[config.mk]
export PLATFORM = sky130hd
export DESIGN_NAME = virtual_region_map_allocator_core
export DESIGN_NICKNAME = d
export VERILOG_FILES = /design/src/hw/rtl/vrma_pkg.sv /design/src/hw/rtl/virtual_region_map_allocator_core.sv /design/src/hw/rtl/vrma_ram.sv /design/src/hw/rtl/vrma_scan.sv
export SDC_FILE = /design/constraint.sdc
export NUM_CORES = 2
export LEC_CHECK = 0
export BUFFER_PORTS_ARGS = -buffer_cell sky130_fd_sc_hd__buf_2
export CAP_MARGIN = 10
export CORE_MARGIN = 4
export CORE_UTILIZATION = 45
export CTS_BUF_LIST = sky130_fd_sc_hd__clkbuf_4 sky130_fd_sc_hd__clkbuf_8 sky130_fd_sc_hd__clkbuf_16
export DETAILED_ROUTE_END_ITERATION = 10
export PLACE_DENSITY = 0.71
export SETUP_SLACK_MARGIN = 0.3
export SLEW_MARGIN = 0
export SYNTH_ARGS = -nofsm -noshare
export SYNTH_HDL_FRONTEND = slang
export SYNTH_SLANG_ARGS = --single-unit
[constraint.sdc]
create_clock -name aclk -period 10.37 [get_ports aclk]
set_input_delay 3.111 -clock aclk [delete_from_list [all_inputs] [get_ports aclk]]
set_output_delay 3.111 -clock aclk [all_outputs]
set_load 0.02 [all_outputs]
[src/hw/rtl/vrma_pkg.sv]
// shared types, codes and helpers of the virtual region map allocator
package vrma_pkg;

    localparam int REQ_W      = 2;
    localparam int PROT_W     = 3;
    localparam int STATUS_W   = 3;
    localparam int SLOT_OUT_W = 4;
    localparam int PTE_W      = 8;
    localparam int CFG_IDX_W  = 1;

    localparam logic [REQ_W-1:0] REQ_MAP   = 2'd0;
    localparam logic [REQ_W-1:0] REQ_FAULT = 2'd1;
    localparam logic [REQ_W-1:0] REQ_CLEAR = 2'd2;

    localparam logic [STATUS_W-1:0] ST_OK        = 3'd0;
    localparam logic [STATUS_W-1:0] ST_NO_SPACE  = 3'd1;
    localparam logic [STATUS_W-1:0] ST_NO_SLOT   = 3'd2;
    localparam logic [STATUS_W-1:0] ST_ZERO_LEN  = 3'd3;
    localparam logic [STATUS_W-1:0] ST_NO_REGION = 3'd4;
    localparam logic [STATUS_W-1:0] ST_NO_ACCESS = 3'd5;

    localparam logic [CFG_IDX_W-1:0] CFG_SEARCH_BASE  = 1'd0;
    localparam logic [CFG_IDX_W-1:0] CFG_SEARCH_LIMIT = 1'd1;

    localparam logic [PTE_W-1:0] PTE_BASE = 8'hD1;

    typedef struct packed {
        logic start;
        logic en;
        logic entry_valid;
    } vrma_scan_ctl_t;

    function automatic logic [PTE_W-1:0] pte_bits(input logic [PROT_W-1:0] p);
        logic [PTE_W-1:0] r;
        r = PTE_BASE;
        if (p[0]) r = r | 8'h02;
        if (p[1]) r = r | 8'h04;
        if (p[2]) r = r | 8'h08;
        return r;
    endfunction

endpackage

[src/hw/rtl/virtual_region_map_allocator_core.sv]
// virtual region map allocator top level: control, config registers, result register
//
// channel  dir  handshake          word
// s_       in   s_valid/s_ready    req_type, addr, length, prot
// m_       out  m_valid/m_ready    status, region_start, slot, pte_perm
// cfg_     in   cfg_valid/cfg_ready cfg_index, cfg_data
//
// one table pass reads every entry from the region ram
// fault: one pass; map: one pass per candidate, up to NUM_REGIONS+2 passes
// clear, zero length and unknown types: no table pass
// synchronous active-low reset clears valid bits and control; ram is not cleared
// one word in flight; the next is taken while a result waits in the output register
module virtual_region_map_allocator_core #(
    parameter int NUM_REGIONS = 16,
    parameter int PAGE_BITS   = 12,
    parameter int ADDR_BITS   = 39
) (
    input  logic                                aclk,
    input  logic                                aresetn,
    input  logic                                s_valid,
    output logic                                s_ready,
    input  logic [vrma_pkg::REQ_W-1:0]          s_req_type,
    input  logic [ADDR_BITS-1:0]                s_addr,
    input  logic [ADDR_BITS-1:0]                s_length,
    input  logic [vrma_pkg::PROT_W-1:0]         s_prot,
    output logic                                m_valid,
    input  logic                                m_ready,
    output logic [vrma_pkg::STATUS_W-1:0]       m_status,
    output logic [ADDR_BITS-1:0]                m_region_start,
    output logic [vrma_pkg::SLOT_OUT_W-1:0]     m_slot,
    output logic [vrma_pkg::PTE_W-1:0]          m_pte_perm,
    input  logic                                cfg_valid,
    output logic                                cfg_ready,
    input  logic [vrma_pkg::CFG_IDX_W-1:0]      cfg_index,
    input  logic [ADDR_BITS-1:0]                cfg_data
);
    localparam int PN_W   = ADDR_BITS - PAGE_BITS;
    localparam int CNT_W  = PN_W + 1;
    localparam int E_W    = PN_W + 3;
    localparam int SLOT_W = $clog2(NUM_REGIONS);
    localparam int IT_W   = $clog2(NUM_REGIONS + 1);
    localparam int MEM_W  = PN_W + CNT_W + vrma_pkg::PROT_W;

    localparam logic [2:0] S_IDLE  = 3'd0;
    localparam logic [2:0] S_SCAN  = 3'd1;
    localparam logic [2:0] S_DRAIN = 3'd2;
    localparam logic [2:0] S_CHECK = 3'd3;
    localparam logic [2:0] S_DONE  = 3'd4;

    logic [2:0] state_reg, state_next;
    logic [ADDR_BITS-1:0] search_base_reg, search_limit_reg;
    logic [vrma_pkg::REQ_W-1:0]  req_reg;
    logic [vrma_pkg::PROT_W-1:0] prot_reg;
    logic [CNT_W-1:0]  n_reg;
    logic [E_W-1:0]    cand_reg;
    logic              exact_reg;
    logic [IT_W-1:0]   iter_reg;
    logic [SLOT_W-1:0] rd_idx_reg, eval_idx_reg;
    logic              eval_vld_reg;
    logic [NUM_REGIONS-1:0] valid_reg;

    logic [vrma_pkg::STATUS_W-1:0]   res_status_reg;
    logic [ADDR_BITS-1:0]            res_start_reg;
    logic [vrma_pkg::SLOT_OUT_W-1:0] res_slot_reg;
    logic [vrma_pkg::PTE_W-1:0]      res_perm_reg;

    logic                            m_valid_reg;
    logic [vrma_pkg::STATUS_W-1:0]   m_status_reg;
    logic [ADDR_BITS-1:0]            m_start_reg;
    logic [vrma_pkg::SLOT_OUT_W-1:0] m_slot_reg;
    logic [vrma_pkg::PTE_W-1:0]      m_perm_reg;

    logic s_acc, out_free;
    logic [CNT_W-1:0] n_in;
    logic [ADDR_BITS:0] len_sum;
    logic exact_in;

    logic [MEM_W-1:0] rdata, wdata;
    logic             we;
    logic [SLOT_W-1:0] free_idx;
    logic              free_any;

    vrma_pkg::vrma_scan_ctl_t scan_ctl;
    logic [E_W-1:0]    best_end;
    logic              hit;
    logic [SLOT_W-1:0] hit_idx;
    logic [PN_W-1:0]   hit_page;
    logic [vrma_pkg::PROT_W-1:0] hit_prot;

    logic [E_W-1:0] best_sum;
    logic           over_limit, last_iter, is_map;

    assign s_ready   = (state_reg == S_IDLE);
    assign s_acc     = s_valid && s_ready;
    assign cfg_ready = 1'b1;
    assign out_free  = !m_valid_reg || m_ready;

    assign len_sum  = {1'b0, s_length} + (ADDR_BITS+1)'({PAGE_BITS{1'b1}});
    assign n_in     = len_sum[ADDR_BITS:PAGE_BITS];
    assign exact_in = (s_addr != '0) && (s_addr[PAGE_BITS-1:0] == '0);

    always_comb begin
        free_any = 1'b0;
        free_idx = '0;
        for (int i = NUM_REGIONS - 1; i >= 0; i--) begin
            if (!valid_reg[i]) begin
                free_any = 1'b1;
                free_idx = SLOT_W'(i);
            end
        end
    end

    assign best_sum   = best_end + E_W'(n_reg);
    assign over_limit = best_sum > E_W'(search_limit_reg[ADDR_BITS-1:PAGE_BITS]);
    assign last_iter  = (iter_reg == IT_W'(NUM_REGIONS));
    assign is_map     = (req_reg == vrma_pkg::REQ_MAP);

    assign we    = (state_reg == S_CHECK) && is_map && (best_end == '0) && free_any;
    assign wdata = {cand_reg[PN_W-1:0], n_reg, prot_reg};

    assign scan_ctl.start       = (state_reg == S_SCAN) && (rd_idx_reg == '0);
    assign scan_ctl.en          = eval_vld_reg;
    assign scan_ctl.entry_valid = valid_reg[eval_idx_reg];

    vrma_ram #(.WIDTH(MEM_W), .DEPTH(NUM_REGIONS)) u_ram (
        .aclk  (aclk),
        .we    (we),
        .waddr (free_idx),
        .wdata (wdata),
        .raddr (rd_idx_reg),
        .rdata (rdata)
    );

    vrma_scan #(.PN_W(PN_W), .CNT_W(CNT_W), .SLOT_W(SLOT_W)) u_scan (
        .aclk        (aclk),
        .aresetn     (aresetn),
        .ctl         (scan_ctl),
        .idx         (eval_idx_reg),
        .entry_page  (rdata[MEM_W-1 -: PN_W]),
        .entry_pages (rdata[vrma_pkg::PROT_W +: CNT_W]),
        .entry_prot  (rdata[vrma_pkg::PROT_W-1:0]),
        .cand        (cand_reg),
        .npages      (n_reg),
        .best_end    (best_end),
        .hit         (hit),
        .hit_idx     (hit_idx),
        .hit_page    (hit_page),
        .hit_prot    (hit_prot)
    );

    always_comb begin
        state_next = state_reg;
        case (state_reg)
            S_IDLE: begin
                if (s_acc) begin
                    if ((s_req_type == vrma_pkg::REQ_MAP && n_in != '0) ||
                        s_req_type == vrma_pkg::REQ_FAULT) begin
                        state_next = S_SCAN;
                    end else begin
                        state_next = S_DONE;
                    end
                end
            end
            S_SCAN: begin
                if (rd_idx_reg == SLOT_W'(NUM_REGIONS - 1)) state_next = S_DRAIN;
            end
            S_DRAIN: state_next = S_CHECK;
            S_CHECK: begin
                if (is_map && best_end != '0 && (exact_reg || (!last_iter && !over_limit))) begin
                    state_next = S_SCAN;
                end else begin
                    state_next = S_DONE;
                end
            end
            S_DONE: begin
                if (out_free) state_next = S_IDLE;
            end
            default: state_next = S_IDLE;
        endcase
    end

    always_ff @(posedge aclk) begin
        if (!aresetn) begin
            state_reg        <= S_IDLE;
            search_base_reg  <= '0;
            search_limit_reg <= '1;
            valid_reg        <= '0;
            m_valid_reg      <= 1'b0;
            eval_vld_reg     <= 1'b0;
            rd_idx_reg       <= '0;
        end else begin
            state_reg    <= state_next;
            eval_vld_reg <= (state_reg == S_SCAN);
            eval_idx_reg <= rd_idx_reg;

            if (cfg_valid && cfg_ready) begin
                if (cfg_index == vrma_pkg::CFG_SEARCH_BASE) search_base_reg <= cfg_data;
                if (cfg_index == vrma_pkg::CFG_SEARCH_LIMIT) search_limit_reg <= cfg_data;
            end

            if (state_reg == S_SCAN) begin
                rd_idx_reg <= (rd_idx_reg == SLOT_W'(NUM_REGIONS - 1)) ? '0 :
                              rd_idx_reg + SLOT_W'(1);
            end

            if (state_reg == S_DONE && out_free) begin
                m_valid_reg <= 1'b1;
            end else if (m_ready) begin
                m_valid_reg <= 1'b0;
            end

            case (state_reg)
                S_IDLE: begin
                    if (s_acc) begin
                        req_reg        <= s_req_type;
                        prot_reg       <= s_prot;
                        n_reg          <= n_in;
                        iter_reg       <= '0;
                        exact_reg      <= exact_in;
                        res_status_reg <= (s_req_type == vrma_pkg::REQ_MAP && n_in == '0) ?
                                          vrma_pkg::ST_ZERO_LEN : vrma_pkg::ST_OK;
                        res_start_reg  <= '0;
                        res_slot_reg   <= '0;
                        res_perm_reg   <= '0;
                        rd_idx_reg     <= '0;
                        if (s_req_type == vrma_pkg::REQ_FAULT || exact_in) begin
                            cand_reg <= E_W'(s_addr[ADDR_BITS-1:PAGE_BITS]);
                        end else begin
                            cand_reg <= E_W'(search_base_reg[ADDR_BITS-1:PAGE_BITS]);
                        end
                        if (s_req_type == vrma_pkg::REQ_CLEAR) valid_reg <= '0;
                    end
                end
                S_CHECK: begin
                    if (is_map) begin
                        if (best_end == '0) begin
                            if (!free_any) begin
                                res_status_reg <= vrma_pkg::ST_NO_SLOT;
                            end else begin
                                valid_reg[free_idx] <= 1'b1;
                                res_start_reg <= {cand_reg[PN_W-1:0], {PAGE_BITS{1'b0}}};
                                res_slot_reg  <= vrma_pkg::SLOT_OUT_W'(free_idx);
                            end
                        end else if (exact_reg) begin
                            exact_reg <= 1'b0;
                            iter_reg  <= '0;
                            cand_reg  <= E_W'(search_base_reg[ADDR_BITS-1:PAGE_BITS]);
                        end else if (last_iter || over_limit) begin
                            res_status_reg <= vrma_pkg::ST_NO_SPACE;
                        end else begin
                            cand_reg <= best_end;
                            iter_reg <= iter_reg + IT_W'(1);
                        end
                    end else if (hit) begin
                        res_start_reg <= {hit_page, {PAGE_BITS{1'b0}}};
                        res_slot_reg  <= vrma_pkg::SLOT_OUT_W'(hit_idx);
                        if (hit_prot == '0) begin
                            res_status_reg <= vrma_pkg::ST_NO_ACCESS;
                        end else begin
                            res_perm_reg <= vrma_pkg::pte_bits(hit_prot);
                        end
                    end else begin
                        res_status_reg <= vrma_pkg::ST_NO_REGION;
                    end
                end
                S_DONE: begin
                    if (out_free) begin
                        m_status_reg <= res_status_reg;
                        m_start_reg  <= res_start_reg;
                        m_slot_reg   <= res_slot_reg;
                        m_perm_reg   <= res_perm_reg;
                    end
                end
                default: begin
                end
            endcase
        end
    end

    assign m_valid        = m_valid_reg;
    assign m_status       = m_status_reg;
    assign m_region_start = m_start_reg;
    assign m_slot         = m_slot_reg;
    assign m_pte_perm     = m_perm_reg;
endmodule

[src/hw/rtl/vrma_ram.sv]
// generic single write port ram with registered read
module vrma_ram #(
    parameter int WIDTH = 8,
    parameter int DEPTH = 16
) (
    input  logic                     aclk,
    input  logic                     we,
    input  logic [$clog2(DEPTH)-1:0] waddr,
    input  logic [WIDTH-1:0]         wdata,
    input  logic [$clog2(DEPTH)-1:0] raddr,
    output logic [WIDTH-1:0]         rdata
);
    logic [WIDTH-1:0] mem [DEPTH];
    logic [WIDTH-1:0] rdata_reg;

    always_ff @(posedge aclk) begin
        if (we) begin
            mem[waddr] <= wdata;
        end
        rdata_reg <= mem[raddr];
    end

    assign rdata = rdata_reg;
endmodule

[src/hw/rtl/vrma_scan.sv]
// per-entry overlap and containment accumulator for one table pass
module vrma_scan #(
    parameter int PN_W   = 27,
    parameter int CNT_W  = 28,
    parameter int SLOT_W = 4
) (
    input  logic                         aclk,
    input  logic                         aresetn,
    input  vrma_pkg::vrma_scan_ctl_t     ctl,
    input  logic [SLOT_W-1:0]            idx,
    input  logic [PN_W-1:0]              entry_page,
    input  logic [CNT_W-1:0]             entry_pages,
    input  logic [vrma_pkg::PROT_W-1:0]  entry_prot,
    input  logic [PN_W+2:0]              cand,
    input  logic [CNT_W-1:0]             npages,
    output logic [PN_W+2:0]              best_end,
    output logic                         hit,
    output logic [SLOT_W-1:0]            hit_idx,
    output logic [PN_W-1:0]              hit_page,
    output logic [vrma_pkg::PROT_W-1:0]  hit_prot
);
    localparam int E_W = PN_W + 3;

    logic [E_W-1:0] vs, ve, s_end;
    logic           ovl, contain;
    logic [E_W-1:0] best_reg;
    logic           hit_reg;
    logic [SLOT_W-1:0] hit_idx_reg;
    logic [PN_W-1:0]   hit_page_reg;
    logic [vrma_pkg::PROT_W-1:0] hit_prot_reg;

    assign vs      = E_W'(entry_page);
    assign ve      = vs + E_W'(entry_pages);
    assign s_end   = cand + E_W'(npages);
    assign ovl     = ctl.entry_valid && (cand < ve) && (s_end > vs);
    assign contain = ctl.entry_valid && (cand >= vs) && (cand < ve);

    always_ff @(posedge aclk) begin
        if (!aresetn || ctl.start) begin
            best_reg <= '0;
            hit_reg  <= 1'b0;
        end else if (ctl.en) begin
            if (ovl && (ve > best_reg)) begin
                best_reg <= ve;
            end
            if (contain && !hit_reg) begin
                hit_reg      <= 1'b1;
                hit_idx_reg  <= idx;
                hit_page_reg <= entry_page;
                hit_prot_reg <= entry_prot;
            end
        end
    end

    assign best_end = best_reg;
    assign hit      = hit_reg;
    assign hit_idx  = hit_idx_reg;
    assign hit_page = hit_page_reg;
    assign hit_prot = hit_prot_reg;
endmodule

# Word-level counts from Yosys, hierarchy flattened
# Memories as Yosys holds them, arrays and structs flattened. A register that Yosys moved wholly into a read port is not among the register bits.
# Cells that the tools add are included.
# word_totals
reg_bits	349
ramBits	928
word_cells	232
inputBits	128
output_inout_bits	57
n_memories	1
# memory_table
name	depth	word_bits	rd	rd_ports_with_merged_regs	wr	line	text
u_ram.mem	16	58	1	1	1	vrma_ram.sv:13	logic [WIDTH-1:0] mem [DEPTH];
# classes
reduce_logical	57
order_cmp	8
n_bitwise	3
n_addsub	6
n_eq_ne	27
muxes	103
# op_table
cell	count
$mux 39	5
$mux 30	5
$mux 4	26
$mux 16	5
$pmux 39 s2	1
$add 30x28->30	2
$gt 30x27->1	2
$pmux 30 s2	1
$mux 3	14
$add 39x12->40 const B	1
$reduce_bool 39->1	1
$mux 8	4
$pmux 16 s2	1
$ge 30x27->1	1
$gt 30x30->1	1
$logic_not 30->1	1
$lt 30x30->1	1
$reduce_bool 30->1	1
$add 27x28->29	1
$logic_not 28->1	1
$reduce_bool 28->1	1
$mux 27	1
$mux 1	25
$mux 5	5
42 further kinds	97

# Longest topological paths before layout
# logic_depth
depth_word	25
depth_mapped	22
mapped_depth_nobuf	21

# Hierarchy
# Synthesis repeated with hierarchy kept, for this count alone.
# hier_totals
cells_unflattened	3674
area_unflattened_um2	55690.9
# by_module_without_submodules
module	instances	cells_per_inst	area_each_um2
vrma_ram	1	1496	35894.4
virtual_region_map_allocator_core	1	1229	11970.2
vrma_scan	1	949	7826.3

# Worst setup path before layout
# OpenSTA, ideal clock, no wires.
# synth_path
kind	input -> register
startpoint	in aresetn
endpoint	reg u_scan.hit_idx_reg[0], in the netlist u_scan.hit_idx[0] (enable)
path_slack_ns	4.109
stages	7
path_buffers	2
t_arrival_ns	5.836
path_cell_list	clkbuf_1 > clkinv_1 > a31oi_1 > clkbuf_1 > o211ai_1 > o21bai_1 > nor2_1
# synth_between
elab_chain_cells	4
# synth_lines
element	line	text
start, declared	virtual_region_map_allocator_core.sv:19	input logic aresetn,
$logic_not 1->1	vrma_scan.sv:39	if (!aresetn || ctl.start) begin
$logic_or 1x1->1	vrma_scan.sv:39	
$not 1->1 (no source line)	--	
$reduce_and 3->1 (no source line)	--	
end signal, assigned	vrma_scan.sv:48	hit_idx_reg <= idx;
end, declared	vrma_scan.sv:28	logic [SLOT_W-1:0] hit_idx_reg;
# No other way between the ends.
# A chain may end at the register's enable or synchronous reset.

# Worst setup path after layout
# layout_path
startpoint	reg n_reg[1]
endpoint	reg cand_reg[5] (enable)
# layout_between
elab_chain_cells	5
# layout_lines
element	line	text
start, declared	virtual_region_map_allocator_core.sv:54	logic [CNT_W-1:0] n_reg;
start signal, assigned	virtual_region_map_allocator_core.sv:217	n_reg <= n_in;
$add 30x28->30	virtual_region_map_allocator_core.sv:113	assign best_sum = best_end + E_W'(n_reg);
$gt 30x27->1	virtual_region_map_allocator_core.sv:114	assign over_limit = best_sum > E_W'(search_limit_reg[ADDR_BITS-1:PAGE_BITS]);
$logic_or 1x1->1	virtual_region_map_allocator_core.sv:248	end else if (last_iter || over_limit) begin
$ne 3x3->1 (no source line)	--	
$reduce_and 6->1 (no source line)	--	
end signal, assigned	virtual_region_map_allocator_core.sv:229	cand_reg <= E_W'(search_base_reg[ADDR_BITS-1:PAGE_BITS]);
end signal, assigned	virtual_region_map_allocator_core.sv:247	cand_reg <= E_W'(search_base_reg[ADDR_BITS-1:PAGE_BITS]);
end signal, assigned	virtual_region_map_allocator_core.sv:251	cand_reg <= best_end;
end, declared	virtual_region_map_allocator_core.sv:55	logic [E_W-1:0] cand_reg;
# No other way between the ends.

==> flow_summary_export.csv <==
group,metric,value,unit
clocking,cts.sinks,1277,
finish,nets,4070,
synth,ys.flop_type,"edfxtp_1",
place,io_buffer_count,158,
critical_path,critPathBufInv,1,
critical_path,cp.required,10.70,ns
clocking,cts.htree.levels,3,
global_routing,gr-total-overflow,0,
synth,synth_edf_count,1110,
sta,tightest_slew,1.24,ns
die,fp-row-count,128,
synth,synthArstFlopShare,0,
finish,fillerInstances,9861,
sta,rsz0062_at_grt,"false",
sta,hold_viol_final,0,
drt,viasPerCell,5.95,
drt,drt_iter0_drc,3938,
place,gp_congestion,0.944,
sta,fin_crit,6.56,ns
global_routing,antenna_found_initial,12,
drt,totalWireLength,144000,um
global_routing,grtUsageTotal,0.220,
critical_path,crit_chain,"ha_1 -> a211oi_1 -> o21a_1 -> o21ai_0 -> a2111oi_0 -> nor2_1 -> a21oi_1 -> o21bai_1 -> a21oi_1 -> xnor2_1 -> ha_1 -> a21o_1 -> a21oi_1 -> nor2b_1 -> a2111oi_0 -> o221ai_1 -> a221oi_1 -> o211ai_1 -> o21bai_1 -> and2_1 -> buf_4",
finish,syn_to_final_growth,12.6,%
drt,post_drt_wl_per_cell,26.5,um
power,ir_worst_vdd,0.000171,V
run,max_cap_viol_count,0,
drt,firstDrtPassIters,6,
sta,max_freq,153,MHz
clocking,root_buffer,"clkbuf_16",
clocking,clk_pin_slew,0.06,ns
place,dpl-instance-area,0.0583,mm^2
run_status,outcome,"complete, no violations",
critical_path,crit_path_end_kind,"flip-flop",
clocking,cts_made_buffers,117,
drt,final_antenna_net_count,0,
clocking,clock_path_buffers,3,
min_path,hp-class,"flip-flop to flip-flop",
synth,yosysWarnings,0,
critical_path,crit_family,"compound AO/OA/AOI/OAI gates",
clocking,cts_hold_buffers,0,
synth,synth_area,0.0555,mm^2
finish,final_layout_size_suffix_gt1_frac,0.202,
synth,synth_seq_area_share,0.661,
die,io_pins,185,
synth,ys_ff_latch,1277,
sta,fin_worst_skew,0.0412,ns
finish,largest_register_ffs,928,
critical_path,arrival,6.89,ns
critical_path,cpPeakStageDelay,0.97,ns
synth,syn_inst,3516,
die,die_w,359,um
clocking,post_cts_buffers,0,
clocking,insertion_delay,0.73,ns
global_routing,grt_pass1_vias,31700,
sta,drv_slew,0,
clocking,cts_resized,0,
finish,final_core_util,0.512,
finish,stdcell_area,0.0624,mm^2
drt,drc,0,
critical_path,critPathLaunchType,"flip-flop",
sta,period_share,0.632,
power,p_per_area,181,mW/mm^2
sta,setup_viol,0,
sta,finalSetupTns,0,ns
clocking,cts_tree,"built",
finish,layout_common_cells,"1110 x edfxtp_1, 294 x mux4_2, 292 x nand2_1, 225 x ha_1, 182 x a21oi_1",
die,fp.dieH,359,um
critical_path,crit_path_frequent_cell,"a21oi_1",
drt,vias,32300,
finish,diodes,0,
die,core-area,0.122,mm^2
critical_path,slowest_stage,"edfxtp_1",
global_routing,grt_pass1_wl,211000,um
synth,avgSynthCellArea,15.8,um^2
global_routing,grt_max_degree,108,
place,dp_hpwl,94100,um
die,start_util,0.455,
die,dieArea,0.129,mm^2
power,p_leak,21.2,nW
critical_path,setup.worst_path.class,"flip-flop to flip-flop",
sta,relSlewSlack,0.171,
synth,synthDistinctLibCells,85,
critical_path,crit_fanout,34,
finish,final_common_cell,"edfxtp_1",
## path summary, 6_finish.rpt
kind | startpoint | to | slack, ns | cells after the start
setup / recovery | n_reg[1] | cand_reg[5] | 3.81 | 21
hold / removal | res_start_reg[28] | m_region_start[28] | 0.42 | 0
setup reg to reg | n_reg[1] | cand_reg[5] | 3.81 | 21
hold reg to reg | res_start_reg[28] | m_region_start[28] | 0.42 | 0
## report_power, final
part,leakage [nW],switching (mW),total (mW),internal [mW]
registers,11.4,0.175,5.87,5.69
logic,7.76,0.542,0.942,0.399
clock network,2.02,1.93,4.49,2.56
total,21.2,2.65,11.3,8.65
## per-layer routing
metal,global-route usage,vias up,part of all wire
met5,0,-,0.00033
li1,-,14200,-
met1,0.305,16400,0.40
met2,0.353,1569,0.47
met3,0.0508,205,0.11
met4,0.0561,8,0.024
## final cells by class
type | count | area (um^2) | area share
clock inverter | 77 | 880 | 0.0141
clock buffer | 144 | 3190 | 0.0510
multi-input combinational | 1946 | 17800 | 0.285
timing repair buffer | 212 | 1250 | 0.0200
tap | 1625 | 2030 | 0.0326
inverter | 160 | 601 | 0.00962
sequential | 1277 | 36700 | 0.588
## worst reg2reg max path: stages (launching register included)
cell and delay (ns):
edfxtp_1 0.97, ha_1 0.40, a211oi_1 0.31, o21a_1 0.21, o21ai_0 0.16, a2111oi_0 0.46
nor2_1 0.25, a21oi_1 0.34, o21bai_1 0.12, a21oi_1 0.18, xnor2_1 0.14, ha_1 0.27
a21o_1 0.16, a21oi_1 0.15, nor2b_1 0.08, a2111oi_0 0.37, o221ai_1 0.19, a221oi_1 0.29
o211ai_1 0.23, o21bai_1 0.27, and2_1 0.16, buf_4 0.43
## cell usage after synthesis, drive strengths merged (6+ instances only)
cell type	instances	area (um^2)
clkbuf	98	368
a211oi	24	185
xor2	27	236
nand2b	15	93.8
and2	15	93.8
xnor2	68	596
a31oi	22	138
a21boi	8	60.1
ha	225	2820
buf	47	258
o21ai	75	375
o211ai	42	320
o21a	25	188
o22ai	27	169
nand4	35	219
nand2	292	1100
and3	20	125
dfxtp	167	3340
nor4	27	175
a2111oi	12	118
a21o	54	405
or2	11	68.8
nor2b	16	100
a221oi	8	76.3
a21oi	183	916
inv	157	589
nor3	36	180
nor2	199	747
o21bai	16	120
mux2i	35	350
mux4	294	6620
or3	6	37.5
nand3	39	208
edfxtp	1110	33300
and4	6	57.6
## through the flow
stage	total power, mW	hold slack [ns]	instances	worst slack [ns]
finish	11.3	0.418	5441	3.81
global route	11.7	0.427	5441	3.30
CTS	11.4	0.419	5439	3.91
detailed placement	6.91	0.405	5218	3.59
global placement	6.89	0.401	5218	3.60
floorplan	6.57	0.386	3528	4.11
## cell families (layout without fill, tap and decap cells)
family,after synthesis,count (layout),share of synthesized area
adder cells (fa/ha/maj),228,228,0.0518
flip-flops,1277,1277,0.661
AND/OR/NAND/NOR,735,735,0.0605
buffers and inverters,305,593,0.0221
other,2,14,0.000135
XOR/XNOR,95,95,0.0150
AO/OA/AOI/OAI,543,543,0.0631
multiplexers,331,331,0.126
Power figures use the tool's default switching activity.
